### src/hw/rtl/svg_pkg.sv
// Types, constants and tables shared by the sphere vertex generator modules.
package svg_pkg;

	localparam int COUNT_W      = 11;
	localparam int RADIUS_W     = 16;
	localparam int POS_W        = 17;
	localparam int UNIT_W       = 16;
	localparam int TEX_W        = 17;
	localparam int ANGLE_W      = 32;
	localparam int QUO_W        = ANGLE_W + 1;
	localparam int DIV_LAT      = QUO_W;
	localparam int CORDIC_STEPS = 18;
	localparam int CORDIC_LAT   = CORDIC_STEPS + 2;
	localparam int CFG_IDX_W    = 2;
	localparam int CFG_DATA_W   = 16;

	localparam int CORDIC_GAIN_INIT = 652032874;
	localparam int ONE_Q14          = 16384;
	localparam int TAN_LIMIT        = 16367;

	localparam int SLICE_COUNT_RESET = 16;
	localparam int RING_COUNT_RESET  = 16;
	localparam int RADIUS_RESET      = 256;

	localparam logic [CFG_IDX_W-1:0] REG_SLICE_COUNT = 2'd0;
	localparam logic [CFG_IDX_W-1:0] REG_RING_COUNT  = 2'd1;
	localparam logic [CFG_IDX_W-1:0] REG_RADIUS      = 2'd2;

	typedef struct packed {
		logic [COUNT_W-1:0] ring;
		logic [COUNT_W-1:0] slice;
		logic [COUNT_W-1:0] ring_n;
		logic [COUNT_W-1:0] slice_n;
		logic               pole;
	} svg_item_t;

	function automatic logic [ANGLE_W-1:0] atan_step(input int unsigned i);
		case (i)
			0:  return 32'd536870912;
			1:  return 32'd316933406;
			2:  return 32'd167458907;
			3:  return 32'd85004757;
			4:  return 32'd42667331;
			5:  return 32'd21354465;
			6:  return 32'd10679838;
			7:  return 32'd5340245;
			8:  return 32'd2670163;
			9:  return 32'd1335087;
			10: return 32'd667544;
			11: return 32'd333772;
			12: return 32'd166886;
			13: return 32'd83443;
			14: return 32'd41722;
			15: return 32'd20861;
			16: return 32'd10430;
			17: return 32'd5215;
			default: return '0;
		endcase
	endfunction

endpackage

### src/hw/rtl/svg_front.sv
// Front end: accepts index transactions, clamps them and queues them for the datapath.
module svg_front #(
	parameter int MAX_SEGMENTS = 1024
) (
	input  logic                        clk,
	input  logic                        arst_n,
	input  logic [svg_pkg::COUNT_W-1:0] slice_count,
	input  logic [svg_pkg::COUNT_W-1:0] ring_count,
	input  logic                        item_valid,
	output logic                        item_stall,
	input  logic [svg_pkg::COUNT_W-1:0] ring_index,
	input  logic [svg_pkg::COUNT_W-1:0] slice_index,
	input  logic                        pop,
	output logic                        head_valid,
	output svg_pkg::svg_item_t          head
);
	import svg_pkg::*;

	localparam int DEPTH = 4;
	localparam int PTR_W = $clog2(DEPTH);
	localparam int CNT_W = $clog2(DEPTH + 1);

	function automatic logic [COUNT_W-1:0] eff_count(input logic [COUNT_W-1:0] n);
		if (n == '0) begin
			return COUNT_W'(1);
		end else if (int'(n) > MAX_SEGMENTS) begin
			return COUNT_W'(MAX_SEGMENTS);
		end
		return n;
	endfunction

	logic [COUNT_W-1:0] rings;
	logic [COUNT_W-1:0] slices;
	svg_item_t          item;
	logic               push;

	svg_item_t          mem_q [DEPTH];
	logic [PTR_W-1:0]   wr_ptr_q;
	logic [PTR_W-1:0]   rd_ptr_q;
	logic [CNT_W-1:0]   count_q;

	always_comb begin
		rings        = eff_count(ring_count);
		slices       = eff_count(slice_count);
		item.ring_n  = rings;
		item.slice_n = slices;
		item.ring    = (ring_index > rings) ? rings : ring_index;
		item.slice   = (slice_index > slices) ? slices : slice_index;
		item.pole    = (item.ring == '0);
	end

	assign item_stall = (count_q == CNT_W'(DEPTH));
	assign push       = item_valid && !item_stall;
	assign head_valid = (count_q != '0);
	assign head       = mem_q[rd_ptr_q];

	always_ff @(posedge clk) begin
		if (push) begin
			mem_q[wr_ptr_q] <= item;
		end
	end

	always_ff @(posedge clk or negedge arst_n) begin
		if (!arst_n) begin
			wr_ptr_q <= '0;
			rd_ptr_q <= '0;
			count_q  <= '0;
		end else begin
			if (push) begin
				wr_ptr_q <= wr_ptr_q + PTR_W'(1);
			end
			if (pop) begin
				rd_ptr_q <= rd_ptr_q + PTR_W'(1);
			end
			case ({push, pop})
				2'b10:   count_q <= count_q + CNT_W'(1);
				2'b01:   count_q <= count_q - CNT_W'(1);
				default: count_q <= count_q;
			endcase
		end
	end

endmodule

### config.mk
export PLATFORM = sky130hd
export DESIGN_NAME = svg_front
export DESIGN_NICKNAME = d
export VERILOG_FILES = /design/src/hw/rtl/svg_pkg.sv /design/src/hw/rtl/svg_front.sv
export SDC_FILE = /design/constraint.sdc
export NUM_CORES = 1
export LEC_CHECK = 0
export ABC_AREA = 1
export BUFFER_PORTS_ARGS = -buffer_cell sky130_fd_sc_hd__buf_2
export CORE_MARGIN = 3
export CORE_UTILIZATION = 25
export CTS_CLUSTER_SIZE = 30
export DETAILED_ROUTE_END_ITERATION = 10
export HOLD_SLACK_MARGIN = 0.05
export PLACE_DENSITY = 0.41
export SYNTH_ARGS = -nofsm -noshare
export SYNTH_HDL_FRONTEND = slang
export SYNTH_SLANG_ARGS = --single-unit
### constraint.sdc
create_clock -name clk -period 7.1 [get_ports clk]
set_input_delay 0.355 -clock clk [delete_from_list [all_inputs] [get_ports clk]]
set_output_delay 0.355 -clock clk [all_outputs]
set_load 0.02 [all_outputs]
==> run_results.csv <==
group,metric,value,unit
outcome,status,"completed",
placement,gp_congestion,0.804,
critical_path,critPathMaxFanout,46,
synth,ys_types,31,
clock_network,clock_sinks,187,
floorplan,core_area,32000,um2
final_layout,n_antenna_cell,0,
timing,fin_tns_setup,0,ps
clock_network,post-cts-setup-buffers,0,
clock_network,cts.repair.resized,0,
synth,ys_seq_area_frac,0.678,
timing,max_clock_freq,0.301,GHz
final_layout,nNetsFinal,889,
power_and_ir_drop,leakage,0.00374,uW
critical_path,start_kind,"flop",
clock_network,path_clk_slew,70,ps
global_route,antenna_found_initial,0,
floorplan,die-area,35200,um2
timing,min_period,3330,ps
power_and_ir_drop,powerDensity,408,nW/um2
critical_path,cp.arrival,2970,ps
critical_path,ff2ff_path_depth,6,
synth,synthSimpleGateAreaFrac,0.121,
detailed_routing,vias,5552,
detailed_routing,routedWlPerCell,17.2,um
timing,rsz0062_at_grt,"false",
critical_path,worstSetupPathType,"reg2out",
timing,clock_skew,12.9,ps
synth,avgSynthCellArea,11.4,um2
synth,ys_ff_latch,187,
critical_path,rr_endpoint,"mem_q[1][37]",
timing,finalMaxSlewViolations,0,
hold_path,worstHoldStart,"pop",
clock_network,hold_buffers,1,
detailed_routing,drtAntennaViolNets,0,
flow_run,max_cap_viol_count,0,
floorplan,row_count,65,
final_layout,drive_gt1_frac,0.182,
hold_path,hold_path.class,"in2reg",
clock_network,h-tree-depth,4,
critical_path,ff2ff_setup_slack,4740,ps
critical_path,r2r-start,"count_q[2]",
synth,syn_area,8230,um2
synth,synth_xor_area_frac,0.00532,
placement,io_buffers,94,
timing,slew_headroom,0.396,
timing,tightest_slew,905,ps
global_route,grt_pass1_wl,32700,um
critical_path,worstPathCellList,"buf_4 -> inv_1 -> buf_4 -> o21ai_0 -> o22ai_1 -> buf_2",
synth,synthAdderAreaFrac,0.0435,
timing,hold_violations,0,
synth,synth_top_family_by_area,"simple AND/OR/NAND/NOR gates",
global_route,overflow,0,
power_and_ir_drop,fin_total_pwr,3980,uW
power_and_ir_drop,ir_worst_vdd,0.169,mV
detailed_routing,post_drt_via_cell_ratio,4.40,
hold_path,min_to,"rd_ptr_q[0]",
synth,synthFlopType,"edfxtp_1",
global_route,grt_pass1_vias,5403,
detailed_routing,first_pass_iters,6,
global_route,use_met2,0.199,
synth,synth_compound_area_frac,0.103,
floorplan,initial_core_util,0.257,
synth,netlist_instances,724,
clock_network,cts_made_buffers,17,
critical_path,required,6740,ps
synth,synth_mux_area_frac,0,
critical_path,critPathMostFrequentCell,"buf_4",
floorplan,io_pins,95,
detailed_routing,drt-total-wl,21700,um
synth,synth_nets,800,
detailed_routing,drc,0,
floorplan,chipHeight,187,um
detailed_routing,drt_iter0_markers,316,
global_route,grtUsageMet1,0.168,
synth,async_reset_ff_frac,0.0374,
clock_network,cts_buffer_depth,2,
floorplan,die-width,187,um
critical_path,worstSetupEndpointType,"output port",
clock_network,cts_tree,"built",
timing,setup-violations-final,0,
hold_path,hold_depth,2,
critical_path,max_stage_delay,750,ps
synth,yosys_warnings,0,
global_route,gr-max-usage-layer,"met2",
clock_network,clk_latency,420,ps
clock_network,cts_root_buf,"clkbuf_16",
global_route,grt_usage,0.122,
global_route,grt_max_degree,74,
critical_path,cpMaxStageDelayCell,"inv_1",
synth,synth_edf_count,180,
final_layout,area_delta_synth_final,18.6,%
placement,dp_hpwl,13400,um
global_route,use_met3,0.0214,
timing,timing.final.crit_share,0.468,
==> stage by stage <==
stage	cells	area [um2]	worst slack, ps	hold WS [ps]	util
global placement	1228	9200	3650	205	0.287
detailed placement	1228	9200	3640	205	0.287
floorplan	724	8230	3960	59.4	-
global route	1261	9770	3540	143	0.305
finish	1261	9770	3770	163	0.305
CTS	1261	9770	3620	136	0.305
==> logic make-up after synthesis <==
family                   Yosys count
flip-flops                       187
AND/OR/NAND/NOR                  241
AO/OA/AOI/OAI                    156
adder cells (fa/ha/maj)           28
buffers and inverters            107
XOR/XNOR                           5
==> where the power goes <==
part / switching, uW / total [uW] / internal (uW)
combinational: 1110 / 1520 / 406
sequential: 69.7 / 1550 / 1480
clock: 446 / 908 / 462
==> Yosys cell counts (2+ instances only) <==
cell / n / share of area
o22ai_1: 45 / 0.034
nor2_1: 116 / 0.053
clkbuf_1: 30 / 0.014
nand3_1: 19 / 0.012
inv_1: 71 / 0.032
ha_1: 27 / 0.041
xor2_1: 4 / 0.0043
a21oi_1: 11 / 0.0067
nor2_2: 2 / 0.0015
o21ai_0: 97 / 0.059
nand2_2: 2 / 0.0015
dfrtp_1: 7 / 0.021
nand2_1: 89 / 0.041
edfxtp_1: 180 / 0.66
inv_2: 3 / 0.0014
nand4_1: 5 / 0.0038
nor3_1: 2 / 0.0012
==> cell usage in the layout, fill, tap and decap left out, drive strengths merged, types with 6 or more instances in the layout <==
| cell | Yosys | routed |
|---|---|---|
| dfrtp | 7 | 7 |
| nor2 | 119 | 119 |
| ha | 27 | 27 |
| clkbuf | 30 | 17 |
| nand4 | 6 | 6 |
| nand3 | 20 | 20 |
| nand2 | 91 | 91 |
| inv | 74 | 82 |
| o22ai | 45 | 45 |
| buf | 3 | 102 |
| a21oi | 11 | 11 |
| o21ai | 99 | 99 |
| edfxtp | 180 | 180 |
==> critical path, delay by kind of cell (launching register included) <==
kind | cells | cell delay, ps
compound gates | 2 | 430
buf+inv | 4 | 1740
flops | 1 | 360
==> final cells by class <==
| cell class | count | area, um2 |
|---|---|---|
| fillers | 3374 | 22300 |
| clock buffers | 17 | 425 |
| clock inverters | 15 | 129 |
| multi-input cells | 430 | 2270 |
| well taps | 435 | 544 |
| repair buffers | 103 | 541 |
| inverters | 74 | 278 |
| flip-flops and latches | 187 | 5580 |
==> flip-flops by register name (all words and copies together), names as in the netlist <==
signal    count
mem_q       180
count_q       3
rd_ptr_q      2
wr_ptr_q      2
==> worst max-delay path by stage <==
stage                               from           end  slack, ps  depth (start not counted)
after floorplan               count_q[2]   mem_q[0][0]       3960                          5
after global placement    slice_count[7]  mem_q[0][23]       3650                         16
after detailed placement  slice_count[7]  mem_q[0][23]       3640                         16
after CTS                    rd_ptr_q[1]      head[12]       3620                          6
after global routing         rd_ptr_q[1]      head[12]       3540                          6
final                        rd_ptr_q[1]      head[37]       3770                          6
==> routing by layer <==
metal	part of all wire	wire [um]
met3	0.025	547
met2	0.47	10300
met4	0.013	284
met5	0	0
met1	0.49	10600
No activity file was read; power rests on OpenSTA's default activity.
